<file path="config.mk">
export PLATFORM = sky130hd
export DESIGN_NAME = m6502_seq
export DESIGN_NICKNAME = d
export VERILOG_FILES = /design/src/m6502_pkg.sv /design/src/m6502_seq.sv
export SDC_FILE = /design/constraint.sdc
export NUM_CORES = 1
export LEC_CHECK = 0
export ABC_AREA = 0
export BUFFER_PORTS_ARGS = -buffer_cell sky130_fd_sc_hd__buf_2
export CORE_ASPECT_RATIO = 1.75
export CORE_MARGIN = 4
export CORE_UTILIZATION = 57
export DETAILED_ROUTE_END_ITERATION = 10
export PLACE_DENSITY = 0.83
export REMOVE_ABC_BUFFERS = 1
export SLEW_MARGIN = 20
export SYNTH_ARGS = -nofsm -noshare
export SYNTH_HDL_FRONTEND = slang
export SYNTH_SLANG_ARGS = --single-unit
</file>
<file path="constraint.sdc">
create_clock -name clk -period 4.6 [get_ports clk]
set_clock_uncertainty 0.05 [all_clocks]
set_input_delay 0.46 -clock clk [delete_from_list [all_inputs] [get_ports clk]]
set_output_delay 0.46 -clock clk [all_outputs]
set_load 0.01 [all_outputs]
</file>
<file path="src/m6502_pkg.sv">
`timescale 1ns / 1ps
`default_nettype none
// ---------------------------------------------------------------------------
// m6502_pkg
// Shared types and constants for the group-one executor.
// ---------------------------------------------------------------------------
package m6502_pkg;

    localparam logic [1:0] FUNC_WRITE = 2'd0;
    localparam logic [1:0] FUNC_READ  = 2'd1;
    localparam logic [1:0] FUNC_EXEC  = 2'd2;

    localparam logic [2:0] GRP_ORA = 3'd0;
    localparam logic [2:0] GRP_AND = 3'd1;
    localparam logic [2:0] GRP_EOR = 3'd2;
    localparam logic [2:0] GRP_ADC = 3'd3;
    localparam logic [2:0] GRP_STA = 3'd4;
    localparam logic [2:0] GRP_LDA = 3'd5;
    localparam logic [2:0] GRP_CMP = 3'd6;
    localparam logic [2:0] GRP_BAD = 3'd7;

    localparam logic [2:0] MODE_IZX = 3'd0;
    localparam logic [2:0] MODE_ZP  = 3'd1;
    localparam logic [2:0] MODE_IMM = 3'd2;
    localparam logic [2:0] MODE_ABS = 3'd3;
    localparam logic [2:0] MODE_IZY = 3'd4;
    localparam logic [2:0] MODE_ZPX = 3'd5;
    localparam logic [2:0] MODE_ABY = 3'd6;
    localparam logic [2:0] MODE_ABX = 3'd7;

    localparam logic [7:0] OP_STA_IMM = 8'b1000_1001;

    localparam logic [0:0] CFG_INDEX_X = 1'b0;
    localparam logic [0:0] CFG_INDEX_Y = 1'b1;

    // Result item fields
    typedef struct packed {
        logic       fault;
        logic [15:0] program_counter;
        logic [3:0] status_flags;
        logic [7:0] accumulator;
        logic [7:0] read_data;
    } result_t;

    // Memory access request from sequencer to the memory
    typedef struct packed {
        logic        en;
        logic        we;
        logic [15:0] addr;
        logic [7:0]  wdata;
    } mem_req_t;

    // Register-file update from the sequencer
    typedef struct packed {
        logic        we;
        logic [7:0]  acc;
        logic [3:0]  flags;
        logic [15:0] pc;
    } arch_upd_t;

    // ALU: returns {flags, acc}
    function automatic logic [11:0] alu(input logic [2:0] grp, input logic [7:0] a,
                                        input logic [7:0] m, input logic [3:0] f);
        logic [8:0] sum;
        logic [7:0] r;
        logic [3:0] nf;
        begin
            sum = 9'd0;
            r   = a;
            nf  = f;
            case (grp)
                GRP_ORA: r = a | m;
                GRP_AND: r = a & m;
                GRP_EOR: r = a ^ m;
                GRP_ADC:
                begin
                    sum   = {1'b0, a} + {1'b0, m} + {8'd0, f[2]};
                    r     = sum[7:0];
                    nf[2] = sum[8];
                    nf[3] = (~(a[7] ^ m[7])) & (a[7] ^ r[7]);
                end
                GRP_LDA: r = m;
                GRP_CMP:
                begin
                    sum   = {1'b0, a} - {1'b0, m};
                    nf[2] = ~sum[8];
                end
                default: r = a;
            endcase
            if (grp == GRP_CMP)
            begin
                nf[0] = (sum[7:0] == 8'd0);
                nf[1] = sum[7];
                alu   = {nf, a};
            end
            else
            begin
                nf[0] = (r == 8'd0);
                nf[1] = r[7];
                alu   = {nf, r};
            end
        end
    endfunction

endpackage
`default_nettype wire

</file>
<file path="src/m6502_seq.sv">
`timescale 1ns / 1ps
`default_nettype none
// ---------------------------------------------------------------------------
// m6502_seq
// Item sequencer: fetch, address generation, operand read and execute.
// ---------------------------------------------------------------------------
module m6502_seq (
    input  wire logic                 clk,
    input  wire logic                 rst_n,
    input  wire logic                 start,
    input  wire logic [1:0]           func,
    input  wire logic [15:0]          address,
    input  wire logic [7:0]           data,
    input  wire logic [7:0]           index_x,
    input  wire logic [7:0]           index_y,
    input  wire logic [7:0]           acc,
    input  wire logic [3:0]           flags,
    input  wire logic [15:0]          pc,
    input  wire logic [7:0]           rdata,
    output m6502_pkg::mem_req_t       req,
    output m6502_pkg::arch_upd_t      upd,
    output logic                      busy,
    output logic                      done,
    output logic [7:0]                rd_byte,
    output logic                      fault
);
    typedef enum logic [8:0] {
        S_IDLE = 9'b000000001,
        S_RD   = 9'b000000010,
        S_OP   = 9'b000000100,
        S_B1   = 9'b000001000,
        S_B2   = 9'b000010000,
        S_PLO  = 9'b000100000,
        S_PHI  = 9'b001000000,
        S_DAT  = 9'b010000000,
        S_EXE  = 9'b100000000
    } state_t;

    state_t      state_reg, state_next;
    logic [7:0]  op_reg, op_next;
    logic [7:0]  b1_reg, b1_next;
    logic [7:0]  lo_reg, lo_next;
    logic [2:0]  grp, mode;
    logic [15:0] abs_addr;
    logic [15:0] ptr_addr;
    logic [15:0] ea_abs;
    logic [7:0]  zp_ptr;
    logic [11:0] alu_out;

    assign grp      = op_reg[7:5];
    assign mode     = op_reg[4:2];
    assign abs_addr = {rdata, b1_reg};
    assign ptr_addr = {rdata, lo_reg};
    assign ea_abs   = abs_addr + {8'd0, (mode == m6502_pkg::MODE_ABY) ? index_y : index_x};
    assign zp_ptr   = (mode == m6502_pkg::MODE_IZX) ? (b1_reg + index_x) : b1_reg;
    assign alu_out  = m6502_pkg::alu(grp, acc, rdata, flags);
    assign busy     = (state_reg != S_IDLE);

    // Step the sequencer
    always_comb
    begin
        state_next = state_reg;
        op_next    = op_reg;
        b1_next    = b1_reg;
        lo_next    = lo_reg;
        req        = '0;
        upd        = '0;
        upd.acc    = acc;
        upd.flags  = flags;
        upd.pc     = pc;
        done       = 1'b0;
        rd_byte    = 8'd0;
        fault      = 1'b0;
        case (state_reg)
            S_IDLE:
            begin
                if (start)
                begin
                    case (func)
                        m6502_pkg::FUNC_WRITE:
                        begin
                            req = '{en: 1'b1, we: 1'b1, addr: address, wdata: data};
                            done = 1'b1;
                        end
                        m6502_pkg::FUNC_READ:
                        begin
                            req = '{en: 1'b1, we: 1'b0, addr: address, wdata: 8'd0};
                            state_next = S_RD;
                        end
                        m6502_pkg::FUNC_EXEC:
                        begin
                            req = '{en: 1'b1, we: 1'b0, addr: pc, wdata: 8'd0};
                            state_next = S_OP;
                        end
                        default: done = 1'b1;
                    endcase
                end
            end
            S_RD:
            begin
                rd_byte    = rdata;
                done       = 1'b1;
                state_next = S_IDLE;
            end
            S_OP:
            begin
                op_next = rdata;
                if (rdata[1:0] != 2'b01 || rdata[7:5] == m6502_pkg::GRP_BAD
                    || rdata == m6502_pkg::OP_STA_IMM)
                begin
                    fault      = 1'b1;
                    done       = 1'b1;
                    state_next = S_IDLE;
                end
                else
                begin
                    req = '{en: 1'b1, we: 1'b0, addr: pc + 16'd1, wdata: 8'd0};
                    state_next = S_B1;
                end
            end
            S_B1:
            begin
                b1_next = rdata;
                case (mode)
                    m6502_pkg::MODE_IMM:
                    begin
                        upd.we = 1'b1;
                        upd.pc = pc + 16'd2;
                        {upd.flags, upd.acc} = alu_out;
                        done = 1'b1;
                        state_next = S_IDLE;
                    end
                    m6502_pkg::MODE_ABS, m6502_pkg::MODE_ABY, m6502_pkg::MODE_ABX:
                    begin
                        req = '{en: 1'b1, we: 1'b0, addr: pc + 16'd2, wdata: 8'd0};
                        state_next = S_B2;
                    end
                    m6502_pkg::MODE_IZX, m6502_pkg::MODE_IZY:
                    begin
                        req = '{en: 1'b1, we: 1'b0, wdata: 8'd0,
                                addr: {8'd0, (mode == m6502_pkg::MODE_IZX)
                                       ? rdata + index_x : rdata}};
                        state_next = S_PLO;
                    end
                    default:
                    begin
                        req.addr = {8'd0, (mode == m6502_pkg::MODE_ZPX)
                                    ? rdata + index_x : rdata};
                        state_next = S_DAT;
                    end
                endcase
            end
            S_B2:
            begin
                req.addr   = (mode == m6502_pkg::MODE_ABS) ? abs_addr : ea_abs;
                state_next = S_DAT;
            end
            S_PLO:
            begin
                lo_next    = rdata;
                req        = '{en: 1'b1, we: 1'b0, addr: {8'd0, zp_ptr + 8'd1}, wdata: 8'd0};
                state_next = S_PHI;
            end
            S_PHI:
            begin
                req.addr   = (mode == m6502_pkg::MODE_IZY) ? ptr_addr + {8'd0, index_y}
                                                           : ptr_addr;
                state_next = S_DAT;
            end
            S_DAT:
            begin
                state_next = S_EXE;
            end
            S_EXE:
            begin
                upd.we = 1'b1;
                upd.pc = pc + ((mode[0] || mode == m6502_pkg::MODE_ABY) &&
                               mode != m6502_pkg::MODE_ZP && mode != m6502_pkg::MODE_ZPX
                               ? 16'd3 : 16'd2);
                if (grp != m6502_pkg::GRP_STA)
                    {upd.flags, upd.acc} = alu_out;
                done       = 1'b1;
                state_next = S_IDLE;
            end
            default: state_next = S_IDLE;
        endcase
        // Issue the operand access once the effective address is known
        if (state_next == S_DAT && state_reg != S_DAT)
        begin
            req.en    = 1'b1;
            req.we    = (grp == m6502_pkg::GRP_STA);
            req.wdata = acc;
        end
    end

    // Hold sequencer state
    always_ff @(posedge clk or negedge rst_n)
    begin
        if (!rst_n)
            state_reg <= S_IDLE;
        else
            state_reg <= state_next;
    end

    always_ff @(posedge clk)
    begin
        op_reg <= op_next;
        b1_reg <= b1_next;
        lo_reg <= lo_next;
    end

`ifndef NO_ASSERTIONS
    a_done_idle: assert property (@(posedge clk) disable iff (!rst_n)
        done |=> state_reg == S_IDLE) else $error("sequencer not idle after item");
    a_upd_done: assert property (@(posedge clk) disable iff (!rst_n)
        upd.we |-> done) else $error("register update outside item end");
    a_fault_op: assert property (@(posedge clk) disable iff (!rst_n)
        fault |-> state_reg == S_OP) else $error("fault outside opcode decode");
`endif
endmodule
`default_nettype wire

</file>
# --- After elaboration in Yosys (flattened, before gate mapping) ---
# Cells that the tools add are included.
op_classes:
  eq_ne: 32
  reduce_logical: 17
  addsub: 11
  bitwise_logic: 8
  n_mux: 37
ops:
  columns: ["operator", "count"]
  rows:
  - ["$pmux W16 S6", 1]
  - ["$pmux W26 S3", 1]
  - ["$pmux W29 S2", 1]
  - ["$pmux W9 S6", 1]
  - ["$mux W26", 2]
  - ["$mux W8", 6]
  - ["$pmux W16 S3", 1]
  - ["$pmux W8 S5", 1]
  - ["$add A16 B8 Y16", 2]
  - ["$mux W16", 2]
  - ["$pmux W8 S2", 2]
  - ["$mux W29", 1]
  - ["$eq A3 B3 Y1 const B", 8]
  - ["$pmux W8 S3", 1]
  - ["$eq A9 B8 Y1 const B", 2]
  - ["$pmux W9 S2", 1]
  - ["$add A16 B1 Y16 const B", 1]
  - ["$add A16 B2 Y16", 1]
  - ["$add A16 B2 Y16 const B", 1]
  - ["$add A8 B8 Y8", 2]
  - ["$logic_not A8 Y1", 2]
  - ["$eq A3 B2 Y1 const B", 4]
  - ["$mux W12", 1]
  - ["$mux W10", 1]
  - ["41 further kinds", 59]
totals:
  register_bits: 33
  input_bits: 81
  output_inout_bits: 66

# --- Longest topological paths before layout ---
depth:
  ltp_word: 8
  ltp_mapped: 14
  mapped_depth_nobuf: 13

# --- Worst setup path before layout ---
# OpenSTA, ideal clock, no wires.
synth_path:
  kind: "register to output"
  from: "register op_reg[2]"
  to: "output port req[18] in the netlist's numbering"
  path_slack_ns: 0.739
  path_stages_with_launch: 15
  arrival_time_ns: 3.351
  required_time_ns: 4.090
  path_buffers: 1
  path_cell_list: "edfxtp_1 buf_2 and2b_1 nand2_1 mux2_2 ha_1 inv_1 fa_1 nor2b_1 o21a_1 o21ai_0 a211oi_1 o21ai_0 a221o_1 a221o_1"
synth_lines:
  columns: ["item", "line_no", "rtl"]
  rows:
  - ["start: declaration", "m6502_seq.sv:40", "logic [7:0] op_reg, op_next;"]
  - ["start signal: assignment", "m6502_seq.sv:207", "op_reg <= op_next;"]
  - ["end: declaration", "m6502_seq.sv:20", "output m6502_pkg::mem_req_t req,"]

==> summary.txt <==
Crit path DAT: 3750 ps
Slew HR: 45.7%
Status: finished, final reports clean
Post-synthesis sequential area ratio: 13.2%
All-Layer GR Usage: 37.5%
Avg Synthesized Cell Area: 7.41 um^2
Initial core utilization: 58.1%
Max Freq: 235 MHz
P_leak: 3.41 nW
Share of the synthesized area in the top cell type: 11.9%
HP Class: input pin to flop
Antenna violations before repair: 0
Area grow syn2layout: 14.5%
XOR/XNOR share of the synthesized area: 7.03%
Flip-flop count of the largest register after layout: 9
Clk_lat worst skew: 280 ps
Total Neg Setup Slack: 0 ps
Core Rows: 52
Ys Warns: 0
Ys async rst share: 29.0%
Remaining Overflow, GRT: 0
Number of enable flip-flop cells after synthesis: 22
Fill count: 1,064
Core Area: 11,600 um^2
Clock sink total: 31
TritonCTS clock tree: yes
Die width: 90.1 um
Main flop type after synthesis: edfxtp_1
Simple-gate portion of the synthesized area: 26.1%
Chip height: 152 um
DRT iter0 DRCs: 1,024
Post-Synth Adder-Cell Area: 14.0%
Worst Tran Pin Value: 814 ps
CP Class: flop to output port
Max_cap viols: 0
Die area: 13,700 um^2
ANT nets after route: 0
Crit. End Element: output port
Register bit total from synthesis: 31
Mux share of post-synthesis cell area: 3.05%
Reg clk slew, reported paths: 60 ps
Synth Cell Area: 6730 um^2
Count leader, synth: nand2_1
Max Slew Vio Count: 0
Placer Congestion: 1.03
Yosys cell types: 92
Pin count of the biggest net entering global routing: 27
Diode count: 0
Peak fanout along the critical path: 9
Per-cell routed wire length: 23.1 um
NumNets Final: 1,174
Most frequent cells after synthesis: nand2_1 (87), nor2_1 (76), ha_1 (64)
Final Hold Fails: 0
RSZ-0062 raised after global routing: no
Post-route DRC: 0
Synth Area in Compound Gates: 30.1%
Via Count: 8,141
I/O Buffers: 146
Dominant cell type by area after synthesis: ha_1
H-tree levels: 2
Pwr/cell area: 163 nW/um^2
Synth top area cells: ha_1 (12%), edfxtp_1 (9.8%), nand2_1 (4.9%)
Final wirelength: 26,700 um
Critical Path Source Type: flop
Post-Route Utilization: 66.5%
Vias in the first global route: 7,859
CTS root buf: clkbuf_16
IR drop worst, VDD: 0.000125 V
Cells after Synth: 908
Routed vias/inst: 7.03
Ports: 147
Crit path time final: 4260 ps
Main combinational cell family by area after synthesis: compound AO/OA/AOI/OAI gates
Final Cycle Share: 92.7%
Final setup vio count: 0
Global-route wire length before repair: 40,100 um
CTS buffer count: 5
DP HPWL: 20,700 um
Share of layout cells above drive strength 1: 20.8%
CP required: 4090 ps
First-pass DRT Iterations: 9
Clk buf depth: 2
[per-stage QoR]
| step | setup WS, ps | instances | area, um^2 | power, W | hold WS, ps |
|---|---|---|---|---|---|
| after floorplan | 641 | 850 | 6480 | 0.000635 | 114 |
| after global placement | 538 | 1148 | 7510 | 0.000845 | 271 |
| after detailed placement | 475 | 1149 | 7520 | 0.000851 | 272 |
| after CTS | 150 | 1158 | 7700 | 0.00124 | 419 |
| after global routing | 102 | 1158 | 7710 | 0.00131 | 447 |
| final | 337 | 1158 | 7710 | 0.00125 | 428 |
[area by class of cell]
type	instances	area, um^2	area share (%)
multi-input cells	766	5410	70.1
clock buffers	5	125	1.62
flip-flops and latches	31	887	11.5
repair buffers	165	876	11.4
well taps	135	169	2.19
clock inverters	3	43.8	0.568
inverters	53	200	2.60
[final timing paths]
kind | end | from | depth (start not counted) | slack (ps)
max in group asynchronous | state_reg[0] | rst_n | 2 | 3740
setup / recovery | req[20] | op_reg[2] | 14 | 340
hold / removal | state_reg[2] | start | 3 | 430
hold reg to reg | state_reg[8] | state_reg[6] | 1 | 520
setup reg to reg | state_reg[7] | state_reg[4] | 5 | 2170
min in group asynchronous | state_reg[4] | rst_n | 2 | 510
[cells in the final DEF, fill, tap and decap left out, types with 9 or more instances in the layout]
cell type,instances
buf_4,18
xnor2_1,31
a211oi_1,13
and2_1,18
nand3_1,28
buf_2,146
a21oi_1,48
ha_1,64
nor2_1,76
edfxtp_1,22
o21ai_0,54
a22oi_1,15
nand4_1,19
mux2_2,10
xor2_1,23
nor2b_1,14
a31oi_1,10
o22ai_1,14
a22o_1,10
nand2_1,86
inv_1,50
o221ai_1,13
o211ai_1,16
nor3_1,24
a221oi_1,9
[cell families after synthesis]
kind of cell | count (synthesis)
AOI/OAI and AO/OA | 286
xor gates and xnor gates | 54
adders and majority gates | 71
buffers and inverters | 111
DFF | 31
muxes | 18
and+or+nand+nor | 337
[worst max-delay path, stage by stage, from the launching register on]
cell      delay, ps
edfxtp_1        370
and2b_1         300
nand2_2         180
mux2_2          270
ha_1            180
inv_1            60
fa_1            380
nor2b_1         170
o21a_1          180
o21ai_0         130
a211oi_2        250
nor2_1          100
o311ai_0        490
o311ai_1        230
buf_2           190
[routing by layer]
layer | GRT usage, % | vias to the layer above | share of wire, %
li1 | - | 3635 | -
met1 | 36.9 | 3714 | 32
met2 | 66.8 | 590 | 49
met3 | 5.63 | 202 | 9.2
met4 | 35.7 | 0 | 10
met5 | 0 | - | 0
[what timing repair did]
action | CTS | global route
gates resized for setup | 0 | 3
setup buffers | 0 | 0
hold endpoints to repair | 8 | 0
setup endpoints to repair | 0 | 3
hold buffers | 1 | 0
[where the power goes]
part | internal (W) | total [W] | switching (W)
clock | 0.000255 | 0.000386 | 0.000130
sequential | 0.000305 | 0.000311 | 0.00000573
combinational | 0.000214 | 0.000559 | 0.000345
(Power assumes the default switching activity.)
